===== src/design/altok_pkg.sv =====
// shared types, constants and helpers for the assembly line tokenizer
package altok_pkg;

    localparam int LINE_MAX = 256;
    localparam int POS_W    = $clog2(LINE_MAX + 1);
    localparam int CQ_DEPTH = 4;
    localparam int CQ_PTR_W = $clog2(CQ_DEPTH);
    localparam int CQ_CNT_W = $clog2(CQ_DEPTH + 1);
    localparam int OQ_DEPTH = 4;
    localparam int OQ_PTR_W = $clog2(OQ_DEPTH);
    localparam int OQ_CNT_W = $clog2(OQ_DEPTH + 1);

    localparam logic [7:0] CH_SEMI   = 8'h3b;
    localparam logic [7:0] CH_BANG   = 8'h21;
    localparam logic [7:0] CH_USCORE = 8'h5f;
    localparam logic [7:0] CH_BSLASH = 8'h5c;
    localparam logic [7:0] CH_DQUOTE = 8'h22;
    localparam logic [7:0] CH_SQUOTE = 8'h27;
    localparam logic [7:0] CH_DOT    = 8'h2e;
    localparam logic [7:0] CH_DOLLAR = 8'h24;
    localparam logic [7:0] CH_PCT    = 8'h25;
    localparam logic [7:0] CH_SPACE  = 8'h20;
    localparam logic [7:0] CH_ESC    = 8'h1b;
    localparam logic [7:0] CH_NUL    = 8'h00;
    localparam logic [8:0] LEN_SAT   = 9'h1ff;

    localparam logic [2:0] KIND_WORD  = 3'd0;
    localparam logic [2:0] KIND_STR   = 3'd1;
    localparam logic [2:0] KIND_CHAR  = 3'd2;
    localparam logic [2:0] KIND_PUNCT = 3'd3;
    localparam logic [2:0] KIND_END   = 3'd4;

    localparam logic [1:0] ERR_NONE    = 2'd0;
    localparam logic [1:0] ERR_UNTERM  = 2'd1;
    localparam logic [1:0] ERR_BADCHAR = 2'd2;
    localparam logic [1:0] ERR_LONG    = 2'd3;

    // one classified input beat
    typedef struct packed {
        logic [7:0] ch;
        logic [7:0] esc_val;
        logic       eol;
        logic       nul;
        logic       space;
        logic       word_start;
        logic       word_cont;
        logic       dquote;
        logic       squote;
        logic       bslash;
        logic       comment;
    } cls_t;

    typedef struct packed {
        logic [2:0] kind;
        logic [7:0] start;
        logic [8:0] len;
        logic [7:0] val;
        logic [1:0] err;
        logic       last;
    } res_t;

    function automatic logic [8:0] sat_len(input logic [POS_W-1:0] v);
        logic [31:0] w;
        w = 32'(v);
        if (w > 32'(LEN_SAT))
        begin
            return LEN_SAT;
        end
        return w[8:0];
    endfunction

endpackage


===== src/design/altok_front.sv =====
// front end: classifies each character and queues it for the lexer
module altok_front
    import altok_pkg::*;
(
    input  logic       clk,
    input  logic       rst_n,
    input  logic       push,
    output logic       full,
    input  logic [7:0] ch,
    input  logic       end_of_line,
    output logic       cq_valid,
    output cls_t       cq_head,
    input  logic       cq_pop
);

    cls_t                cq_mem_reg [CQ_DEPTH];
    logic [CQ_PTR_W-1:0] wr_ptr_reg, wr_ptr_next;
    logic [CQ_PTR_W-1:0] rd_ptr_reg, rd_ptr_next;
    logic [CQ_CNT_W-1:0] cnt_reg, cnt_next;
    cls_t                cls;
    logic                wr_en;
    logic                rd_en;
    logic                alnum;

    function automatic logic [7:0] map_escape(input logic [7:0] c);
        logic [7:0] r;
        case (c)
            8'h61:   r = 8'h07;
            8'h62:   r = 8'h08;
            8'h65:   r = CH_ESC;
            8'h66:   r = 8'h0c;
            8'h6e:   r = 8'h0a;
            8'h72:   r = 8'h0d;
            8'h74:   r = 8'h09;
            default: r = c;
        endcase
        return r;
    endfunction

    always_comb
    begin
        alnum = (ch >= 8'h30 && ch <= 8'h39) || (ch >= 8'h41 && ch <= 8'h5a)
              || (ch >= 8'h61 && ch <= 8'h7a);
        cls.ch         = ch;
        cls.esc_val    = map_escape(ch);
        cls.eol        = end_of_line;
        cls.nul        = (ch == CH_NUL);
        cls.space      = (ch == CH_SPACE) || (ch >= 8'h09 && ch <= 8'h0d);
        cls.word_cont  = alnum || (ch == CH_USCORE);
        cls.word_start = alnum || (ch == CH_USCORE) || (ch == CH_DOT)
                       || (ch == CH_DOLLAR) || (ch == CH_PCT);
        cls.dquote     = (ch == CH_DQUOTE);
        cls.squote     = (ch == CH_SQUOTE);
        cls.bslash     = (ch == CH_BSLASH);
        cls.comment    = (ch == CH_SEMI) || (ch == CH_BANG);
    end

    assign full     = (cnt_reg == CQ_CNT_W'(CQ_DEPTH));
    assign cq_valid = (cnt_reg != '0);
    assign cq_head  = cq_mem_reg[rd_ptr_reg];
    assign wr_en    = push && !full;
    assign rd_en    = cq_pop && cq_valid;

    always_comb
    begin
        wr_ptr_next = wr_en ? wr_ptr_reg + 1'b1 : wr_ptr_reg;
        rd_ptr_next = rd_en ? rd_ptr_reg + 1'b1 : rd_ptr_reg;
        cnt_next    = cnt_reg + CQ_CNT_W'(wr_en) - CQ_CNT_W'(rd_en);
    end

    always_ff @(posedge clk or negedge rst_n)
    begin
        if (!rst_n)
        begin
            wr_ptr_reg <= '0;
            rd_ptr_reg <= '0;
            cnt_reg    <= '0;
        end
        else
        begin
            wr_ptr_reg <= wr_ptr_next;
            rd_ptr_reg <= rd_ptr_next;
            cnt_reg    <= cnt_next;
        end
    end

    always_ff @(posedge clk)
    begin
        if (wr_en)
        begin
            cq_mem_reg[wr_ptr_reg] <= cls;
        end
    end

    a_cq_bound: assert property (@(posedge clk) disable iff (!rst_n)
        cnt_reg <= CQ_CNT_W'(CQ_DEPTH))
        else $error("classified queue count out of range");

    a_cq_ptrs: assert property (@(posedge clk) disable iff (!rst_n)
        (cnt_reg == '0 || cnt_reg == CQ_CNT_W'(CQ_DEPTH)) |-> wr_ptr_reg == rd_ptr_reg)
        else $error("classified queue pointers disagree with count");

    a_cq_full_hold: assert property (@(posedge clk) disable iff (!rst_n)
        (push && full && !cq_pop) |=> full)
        else $error("classified queue took a beat while full");

endmodule


===== src/design/altok_back.sv =====
// back end: lexer state machine and result queue
module altok_back
    import altok_pkg::*;
(
    input  logic clk,
    input  logic rst_n,
    input  logic cq_valid,
    input  cls_t cq_head,
    output logic cq_pop,
    output logic res_valid,
    output res_t res_head,
    input  logic res_pop
);

    typedef enum logic [2:0] {
        M_IDLE,
        M_WORD,
        M_STR,
        M_STR_ESC,
        M_CH_FIRST,
        M_CH_ESC,
        M_CH_CLOSE,
        M_DONE
    } mode_t;

    mode_t               mode_reg, mode_next;
    logic [POS_W-1:0]    pos_reg, pos_next;
    logic [POS_W-1:0]    start_reg, start_next;
    logic [7:0]          dchar_reg, dchar_next;
    logic                long_reg, long_next;

    res_t                oq_mem_reg [OQ_DEPTH];
    logic [OQ_PTR_W-1:0] wr_ptr_reg, rd_ptr_reg;
    logic [OQ_CNT_W-1:0] cnt_reg;

    logic                take;
    logic                out_pop;
    logic [1:0]          n_res;
    res_t                res0, res1, pend, end_res, punct;
    logic                pend_valid;
    logic                begin_tok;
    logic [POS_W-1:0]    len_here;
    logic [POS_W-1:0]    len_incl;

    assign take      = cq_valid && (cnt_reg <= OQ_CNT_W'(OQ_DEPTH - 2));
    assign cq_pop    = take;
    assign res_valid = (cnt_reg != '0);
    assign res_head  = oq_mem_reg[rd_ptr_reg];
    assign out_pop   = res_pop && res_valid;
    assign len_here  = pos_reg - start_reg;
    assign len_incl  = pos_reg + 1'b1 - start_reg;

    // token cut short by line end or nul
    always_comb
    begin
        pend       = '0;
        pend.start = 8'(start_reg);
        pend.len   = sat_len(len_here);
        pend_valid = 1'b1;
        unique case (mode_reg)
            M_WORD:
            begin
                pend.kind = KIND_WORD;
            end
            M_STR, M_STR_ESC:
            begin
                pend.kind = KIND_STR;
                pend.err  = ERR_UNTERM;
            end
            M_CH_FIRST, M_CH_ESC:
            begin
                pend.kind = KIND_CHAR;
                pend.err  = ERR_BADCHAR;
            end
            M_CH_CLOSE:
            begin
                pend.kind = KIND_CHAR;
                pend.err  = ERR_BADCHAR;
                pend.val  = dchar_reg;
            end
            default:
            begin
                pend_valid = 1'b0;
            end
        endcase

        end_res      = '0;
        end_res.kind = KIND_END;
        end_res.err  = long_reg ? ERR_LONG : ERR_NONE;
        end_res.last = 1'b1;

        punct       = '0;
        punct.kind  = KIND_PUNCT;
        punct.start = 8'(pos_reg);
        punct.len   = 9'd1;
    end

    always_comb
    begin
        mode_next  = mode_reg;
        pos_next   = pos_reg;
        start_next = start_reg;
        dchar_next = dchar_reg;
        long_next  = long_reg;
        res0       = '0;
        res1       = '0;
        n_res      = 2'd0;
        begin_tok  = 1'b0;
        if (take)
        begin
            if (cq_head.eol)
            begin
                if (pend_valid)
                begin
                    res0  = pend;
                    res1  = end_res;
                    n_res = 2'd2;
                end
                else
                begin
                    res0  = end_res;
                    n_res = 2'd1;
                end
                mode_next  = M_IDLE;
                pos_next   = '0;
                start_next = '0;
                dchar_next = '0;
                long_next  = 1'b0;
            end
            else if (pos_reg >= POS_W'(LINE_MAX))
            begin
                long_next = 1'b1;
            end
            else
            begin
                pos_next = pos_reg + 1'b1;
                if (mode_reg == M_DONE)
                begin
                    mode_next = M_DONE;
                end
                else if (cq_head.nul)
                begin
                    if (pend_valid)
                    begin
                        res0  = pend;
                        n_res = 2'd1;
                    end
                    mode_next = M_DONE;
                end
                else
                begin
                    unique case (mode_reg)
                        M_IDLE:
                        begin
                            begin_tok = 1'b1;
                        end
                        M_WORD:
                        begin
                            if (!cq_head.word_cont)
                            begin
                                res0       = '0;
                                res0.kind  = KIND_WORD;
                                res0.start = 8'(start_reg);
                                res0.len   = sat_len(len_here);
                                n_res      = 2'd1;
                                mode_next  = M_IDLE;
                                begin_tok  = 1'b1;
                            end
                        end
                        M_STR:
                        begin
                            if (cq_head.dquote)
                            begin
                                res0.kind  = KIND_STR;
                                res0.start = 8'(start_reg);
                                res0.len   = sat_len(len_incl);
                                n_res      = 2'd1;
                                mode_next  = M_IDLE;
                            end
                            else if (cq_head.bslash)
                            begin
                                mode_next = M_STR_ESC;
                            end
                        end
                        M_STR_ESC:
                        begin
                            mode_next = M_STR;
                        end
                        M_CH_FIRST:
                        begin
                            if (cq_head.bslash)
                            begin
                                mode_next = M_CH_ESC;
                            end
                            else
                            begin
                                dchar_next = cq_head.ch;
                                mode_next  = M_CH_CLOSE;
                            end
                        end
                        M_CH_ESC:
                        begin
                            dchar_next = cq_head.esc_val;
                            mode_next  = M_CH_CLOSE;
                        end
                        M_CH_CLOSE:
                        begin
                            res0.kind  = KIND_CHAR;
                            res0.start = 8'(start_reg);
                            res0.len   = sat_len(len_incl);
                            res0.val   = dchar_reg;
                            res0.err   = cq_head.squote ? ERR_NONE : ERR_BADCHAR;
                            n_res      = 2'd1;
                            mode_next  = M_IDLE;
                        end
                        default:
                        begin
                            mode_next = mode_reg;
                        end
                    endcase

                    // the character that ends a word is also a token start
                    if (begin_tok && !cq_head.space)
                    begin
                        if (cq_head.comment)
                        begin
                            mode_next = M_DONE;
                        end
                        else
                        begin
                            start_next = pos_reg;
                            if (cq_head.word_start)
                            begin
                                mode_next = M_WORD;
                            end
                            else if (cq_head.dquote)
                            begin
                                mode_next = M_STR;
                            end
                            else if (cq_head.squote)
                            begin
                                dchar_next = '0;
                                mode_next  = M_CH_FIRST;
                            end
                            else if (n_res == 2'd0)
                            begin
                                res0  = punct;
                                n_res = 2'd1;
                            end
                            else
                            begin
                                res1  = punct;
                                n_res = 2'd2;
                            end
                        end
                    end
                end
            end
        end
    end

    always_ff @(posedge clk or negedge rst_n)
    begin
        if (!rst_n)
        begin
            mode_reg  <= M_IDLE;
            pos_reg   <= '0;
            start_reg <= '0;
            dchar_reg <= '0;
            long_reg  <= 1'b0;
        end
        else
        begin
            mode_reg  <= mode_next;
            pos_reg   <= pos_next;
            start_reg <= start_next;
            dchar_reg <= dchar_next;
            long_reg  <= long_next;
        end
    end

    // result queue takes up to two beats per cycle
    always_ff @(posedge clk or negedge rst_n)
    begin
        if (!rst_n)
        begin
            wr_ptr_reg <= '0;
            rd_ptr_reg <= '0;
            cnt_reg    <= '0;
        end
        else
        begin
            wr_ptr_reg <= wr_ptr_reg + OQ_PTR_W'(n_res);
            rd_ptr_reg <= out_pop ? rd_ptr_reg + 1'b1 : rd_ptr_reg;
            cnt_reg    <= cnt_reg + OQ_CNT_W'(n_res) - OQ_CNT_W'(out_pop);
        end
    end

    always_ff @(posedge clk)
    begin
        if (n_res != 2'd0)
        begin
            oq_mem_reg[wr_ptr_reg] <= res0;
        end
        if (n_res == 2'd2)
        begin
            oq_mem_reg[wr_ptr_reg + 1'b1] <= res1;
        end
    end

    a_oq_bound: assert property (@(posedge clk) disable iff (!rst_n)
        cnt_reg <= OQ_CNT_W'(OQ_DEPTH))
        else $error("result queue overflow");

    a_eol_last: assert property (@(posedge clk) disable iff (!rst_n)
        (take && cq_head.eol) |-> ((n_res == 2'd1 && res0.last)
                                   || (n_res == 2'd2 && res1.last && !res0.last)))
        else $error("end marker not flagged last");

    a_eol_resets: assert property (@(posedge clk) disable iff (!rst_n)
        (take && cq_head.eol) |=> (mode_reg == M_IDLE && pos_reg == '0 && !long_reg))
        else $error("line state not cleared after end marker");

    a_pair_kind: assert property (@(posedge clk) disable iff (!rst_n)
        (n_res == 2'd2) |-> (res1.kind == KIND_END || res1.kind == KIND_PUNCT))
        else $error("unexpected second result");

    a_pos_bound: assert property (@(posedge clk) disable iff (!rst_n)
        pos_reg <= POS_W'(LINE_MAX))
        else $error("line position beyond limit");

endmodule


===== src/design/assembly_line_tokenizer_core.sv =====
// top level of the assembly line tokenizer
// throughput: one character per cycle unless full; while the result queue has room for two,
// the lexer retires one queued beat per cycle and writes up to two results at once, so output
// rate is set by pop, one result a cycle
// reset: asynchronous active-low rst_n empties both queues and returns the lexer
// to idle at line position zero
module assembly_line_tokenizer_core
    import altok_pkg::*;
(
    input  logic       clk,
    input  logic       rst_n,
    input  logic       push,
    output logic       full,
    input  logic [7:0] ch,
    input  logic       end_of_line,
    output logic       empty,
    input  logic       pop,
    output logic [2:0] token_kind,
    output logic [7:0] start_pos,
    output logic [8:0] token_length,
    output logic [7:0] char_value,
    output logic [1:0] error_code,
    output logic       last
);

    logic cq_valid;
    cls_t cq_head;
    logic cq_pop;
    logic res_valid;
    res_t res_head;

    altok_front u_front (
        .clk         (clk),
        .rst_n       (rst_n),
        .push        (push),
        .full        (full),
        .ch          (ch),
        .end_of_line (end_of_line),
        .cq_valid    (cq_valid),
        .cq_head     (cq_head),
        .cq_pop      (cq_pop)
    );

    altok_back u_back (
        .clk       (clk),
        .rst_n     (rst_n),
        .cq_valid  (cq_valid),
        .cq_head   (cq_head),
        .cq_pop    (cq_pop),
        .res_valid (res_valid),
        .res_head  (res_head),
        .res_pop   (pop)
    );

    assign empty        = !res_valid;
    assign token_kind   = res_head.kind;
    assign start_pos    = res_head.start;
    assign token_length = res_head.len;
    assign char_value   = res_head.val;
    assign error_code   = res_head.err;
    assign last         = res_head.last;

endmodule

===== config.mk =====
export PLATFORM = sky130hd
export DESIGN_NAME = assembly_line_tokenizer_core
export DESIGN_NICKNAME = d
export VERILOG_FILES = /design/src/design/altok_pkg.sv /design/src/design/altok_front.sv /design/src/design/altok_back.sv /design/src/design/assembly_line_tokenizer_core.sv
export SDC_FILE = /design/constraint.sdc
export NUM_CORES = 1
export LEC_CHECK = 0
export BUFFER_PORTS_ARGS = -buffer_cell sky130_fd_sc_hd__buf_4
export CAP_MARGIN = 0
export CORE_MARGIN = 2
export CORE_UTILIZATION = 40
export DETAILED_ROUTE_END_ITERATION = 16
export GPL_ROUTABILITY_DRIVEN = 0
export PLACE_DENSITY = 0.58
export SLEW_MARGIN = 25
export SYNTH_ARGS = -nofsm -noshare
export SYNTH_HDL_FRONTEND = slang
export SYNTH_SLANG_ARGS = --single-unit

===== constraint.sdc =====
create_clock -name clk -period 10.5 [get_ports clk]
set_clock_uncertainty 0.15 [all_clocks]
set_input_delay 1.05 -clock clk [delete_from_list [all_inputs] [get_ports clk]]
set_output_delay 1.05 -clock clk [all_outputs]
set_load 0.005 [all_outputs]

==> qor.yml <==
status:
  status: "complete, no violations"
finish:
  antenna_cells: 0
  most-common-layout-cells: "edfxtp_1, o21ai_0, nand3_1"
  syn2layout_area_growth_pct: 11.6
  multi_input_area_um2: 5170
  final_common_cell: "edfxtp_1"
  largest_reg_flops: 120
  final_util_pct: 45.2
  nets: 1119
  nFillCells: 2884
  seq_area_um2: 7070
  drive_gt1_share_pct: 15.3
die:
  start_util_pct: 40.5
  core_um2: 31500
  die_x_um: 182
  die_area_um2: 33300
  die_h_um: 182
  rows: 65
  ios: 46
global_route:
  grt_use_total_pct: 18.0
  grt_first_pass_wirelength_um: 47400
  grt_pass1_vias: 8378
  grt-ovfl-total: 0
  antenna_found_initial: 0
  grt_max_degree: 47
worst_setup_path:
  worst-setup-path-type: "reg -> reg"
  worst_setup_path_start_kind: "register"
  critPathCaptureType: "register"
  crit_start: "u_front.rd_ptr_reg[0]"
  r2r-start: "u_front.rd_ptr_reg[0]"
  rr_worst_depth: 9
  required_ns: 10.55
  critPathTopFamily: "simple AND/OR/NAND/NOR gates"
  path_cells: "mux4_2, or3_1, nand2_1, ha_1, nor2b_1, nand4_2, nand4bb_1, nand4_4, nand2_1"
  crit_buf_inv: 0
  crit_arrival_ns: 5.21
  slowest_stage: "dfrtp_4"
  crit_path_frequent_cell: "nand2_1"
  cp_max_fo: 46
  cp.depth: 9
  rrSetupSlack_ns: 5.34
  r2r-end: "u_back.oq_mem_reg[3][2]"
  worstSetupEndpoint: "u_back.oq_mem_reg[3][2]"
  slowest_delay_ns: 0.79
logic_synthesis:
  syn-cell-area_um2: 12700
  yosys.cell_types.count: 77
  synthSimpleGateAreaFrac_pct: 11.3
  synthAdderAreaFrac_pct: 3.48
  synth_edf_count: 156
  synth_compound_area_share_pct: 13.6
  synth_ff_type: "edfxtp_1"
  synth_top_family_by_area: "compound AO/OA/AOI/OAI gates"
  syn-num-nets: 1105
  ys_seq_area_share_pct: 55.5
  syn_avg_cell_area_um2: 12.0
  ys.warnings.count: 0
  synth_mux_area_share_pct: 9.85
  ys_seq_elements: 264
  async_flop_share_pct: 16.7
  synthCells: 1059
  synth_xor_area_share_pct: 2.34
drt:
  routedWlPerCell_um: 20.0
  drc: 0
  first_iter_violations: 664
  num_vias: 8541
  wl_um: 30000
  vias_per_cell: 5.71
  first_pass_iters: 7
  final_antenna_net_count: 0
cts:
  insertion_delay_ns: 0.57
  postCtsSetupRepairBufs: 0
  h-tree-depth: 1
  root_buffer: "clkbuf_16"
  cts_tree: "done"
  cts_buffer_depth: 3
  cts_sinks: 264
  hold_buffers: 0
  path_clk_slew_ns: 0.06
  cts_inserted_buffers: 29
  cts_resized: 0
sta:
  setup_viol: 0
  clock.fmax_mhz: 194
  hold_viol_final: 0
  period_minus_slack_ns: 5.16
  fin_setup_tns_ns: 0
  relSlewSlack_pct: 36.4
  hold_slack_ns: 0.308
  rsz0062_at_grt: "false"
  maxSlewViolCount: 0
  final.period_utilization_pct: 49.1
  tightest_slew_ns: 0.944
placed_design:
  hpwl_um: 19800
  port-buffer-count: 45
pwr:
  p_comb_share_pct: 39.3
  power_switching_w: 0.00155
  power.density_nw_per_um2: 289
  p_seq_share_pct: 38.0
  swShare_pct: 37.6
  pwr-share-clk_pct: 22.7
  vdd_ir_drop_max_mv: 0.140
  p_int_w: 0.00256
  leakagePower_nw: 4.95
min_path:
  hp-class: "reg -> reg"
  hold_depth: 2
run:
  drv_cap: 0
==> power groups by stage <==
stage	clock network [W]	registers (W)	logic [W]
floorplan	0	0.00147	0.00126
global placement	0	0.00158	0.00161
detailed placement	0	0.00159	0.00163
CTS	0.000957	0.00156	0.00164
global route	0.000993	0.00160	0.00179
finish	0.000934	0.00156	0.00162
==> cells by family (layout without fill, tap and decap cells) <==
kind of cell             Yosys count  after routing
flip-flops                       264            264
AND/OR/NAND/NOR                  272            272
XOR/XNOR                          34             34
adder cells (fa/ha/maj)           33             33
AO/OA/AOI/OAI                    274            274
multiplexers                      59             59
buffers and inverters            123            159
==> synthesized netlist by cell type (15+ instances only) <==
master | number | area [um2]
mux4_2 | 53 | 1190
nand2_1 | 57 | 214
buf_2 | 18 | 90.1
o21ai_1 | 19 | 95.1
inv_1 | 48 | 180
dfrtp_1 | 44 | 1100
dfxtp_1 | 64 | 1280
nor2_1 | 49 | 184
o22ai_1 | 64 | 400
a22o_1 | 15 | 131
a21oi_1 | 21 | 105
ha_1 | 29 | 363
edfxtp_1 | 156 | 4680
o21ai_0 | 88 | 440
xnor2_1 | 20 | 175
nand3_1 | 77 | 385
clkbuf_1 | 39 | 146
==> worst min path at each step <==
stage                        startpoint                       end  slack, ns
3_3_place_gp   u_back.oq_mem_reg[1][16]  u_back.oq_mem_reg[1][16]       0.30
5_1_grt        u_back.oq_mem_reg[3][12]  u_back.oq_mem_reg[3][12]       0.34
6_report       u_back.oq_mem_reg[3][12]  u_back.oq_mem_reg[3][12]       0.31
2_1_floorplan  u_back.oq_mem_reg[3][10]  u_back.oq_mem_reg[3][10]       0.29
3_5_place_dp   u_back.oq_mem_reg[3][14]  u_back.oq_mem_reg[3][14]       0.30
4_1_cts        u_back.oq_mem_reg[3][14]  u_back.oq_mem_reg[3][14]       0.31
==> worst register-to-register path, stage by stage (launching register included) <==
cell and delay (ns):
dfrtp_4 0.79, mux4_2 0.67, or3_1 0.45, nand2_1 0.21, ha_1 0.17, nor2b_1 0.15
nand4_2 0.33, nand4bb_1 0.51, nand4_4 0.60, nand2_1 0.76
==> area by class of cell <==
cell class | count | share of cell area (%)
Timing Repair Buffer | 57 | 3.01
Tap cell | 402 | 3.54
Multi-Input combinational cell | 672 | 36.4
Clock inverter | 15 | 0.616
Clock buffer | 38 | 5.41
Sequential cell | 264 | 49.7
Inverter | 49 | 1.29
==> per-layer routing <==
layer  part of all wire [%]  up-vias  global-route usage (%)
met1                     46     4184                    24.4
met3                    4.7       66                    2.75
met5                      0        -                       0
met2                     47      216                    29.9
li1                       -     4075                       -
met4                    3.0        0                    5.94
==> through the flow <==
step                cells  total power (W)  instance area, um2  worst slack [ns]
finish               1497          0.00411               14200              5.34
global route         1497          0.00438               14200              4.95
CTS                  1497          0.00416               14200              5.08
detailed placement   1444          0.00321               13400              5.09
global placement     1444          0.00318               13400              5.17
floorplan            1059          0.00273               12700              6.78
(Power assumes the default switching activity.)
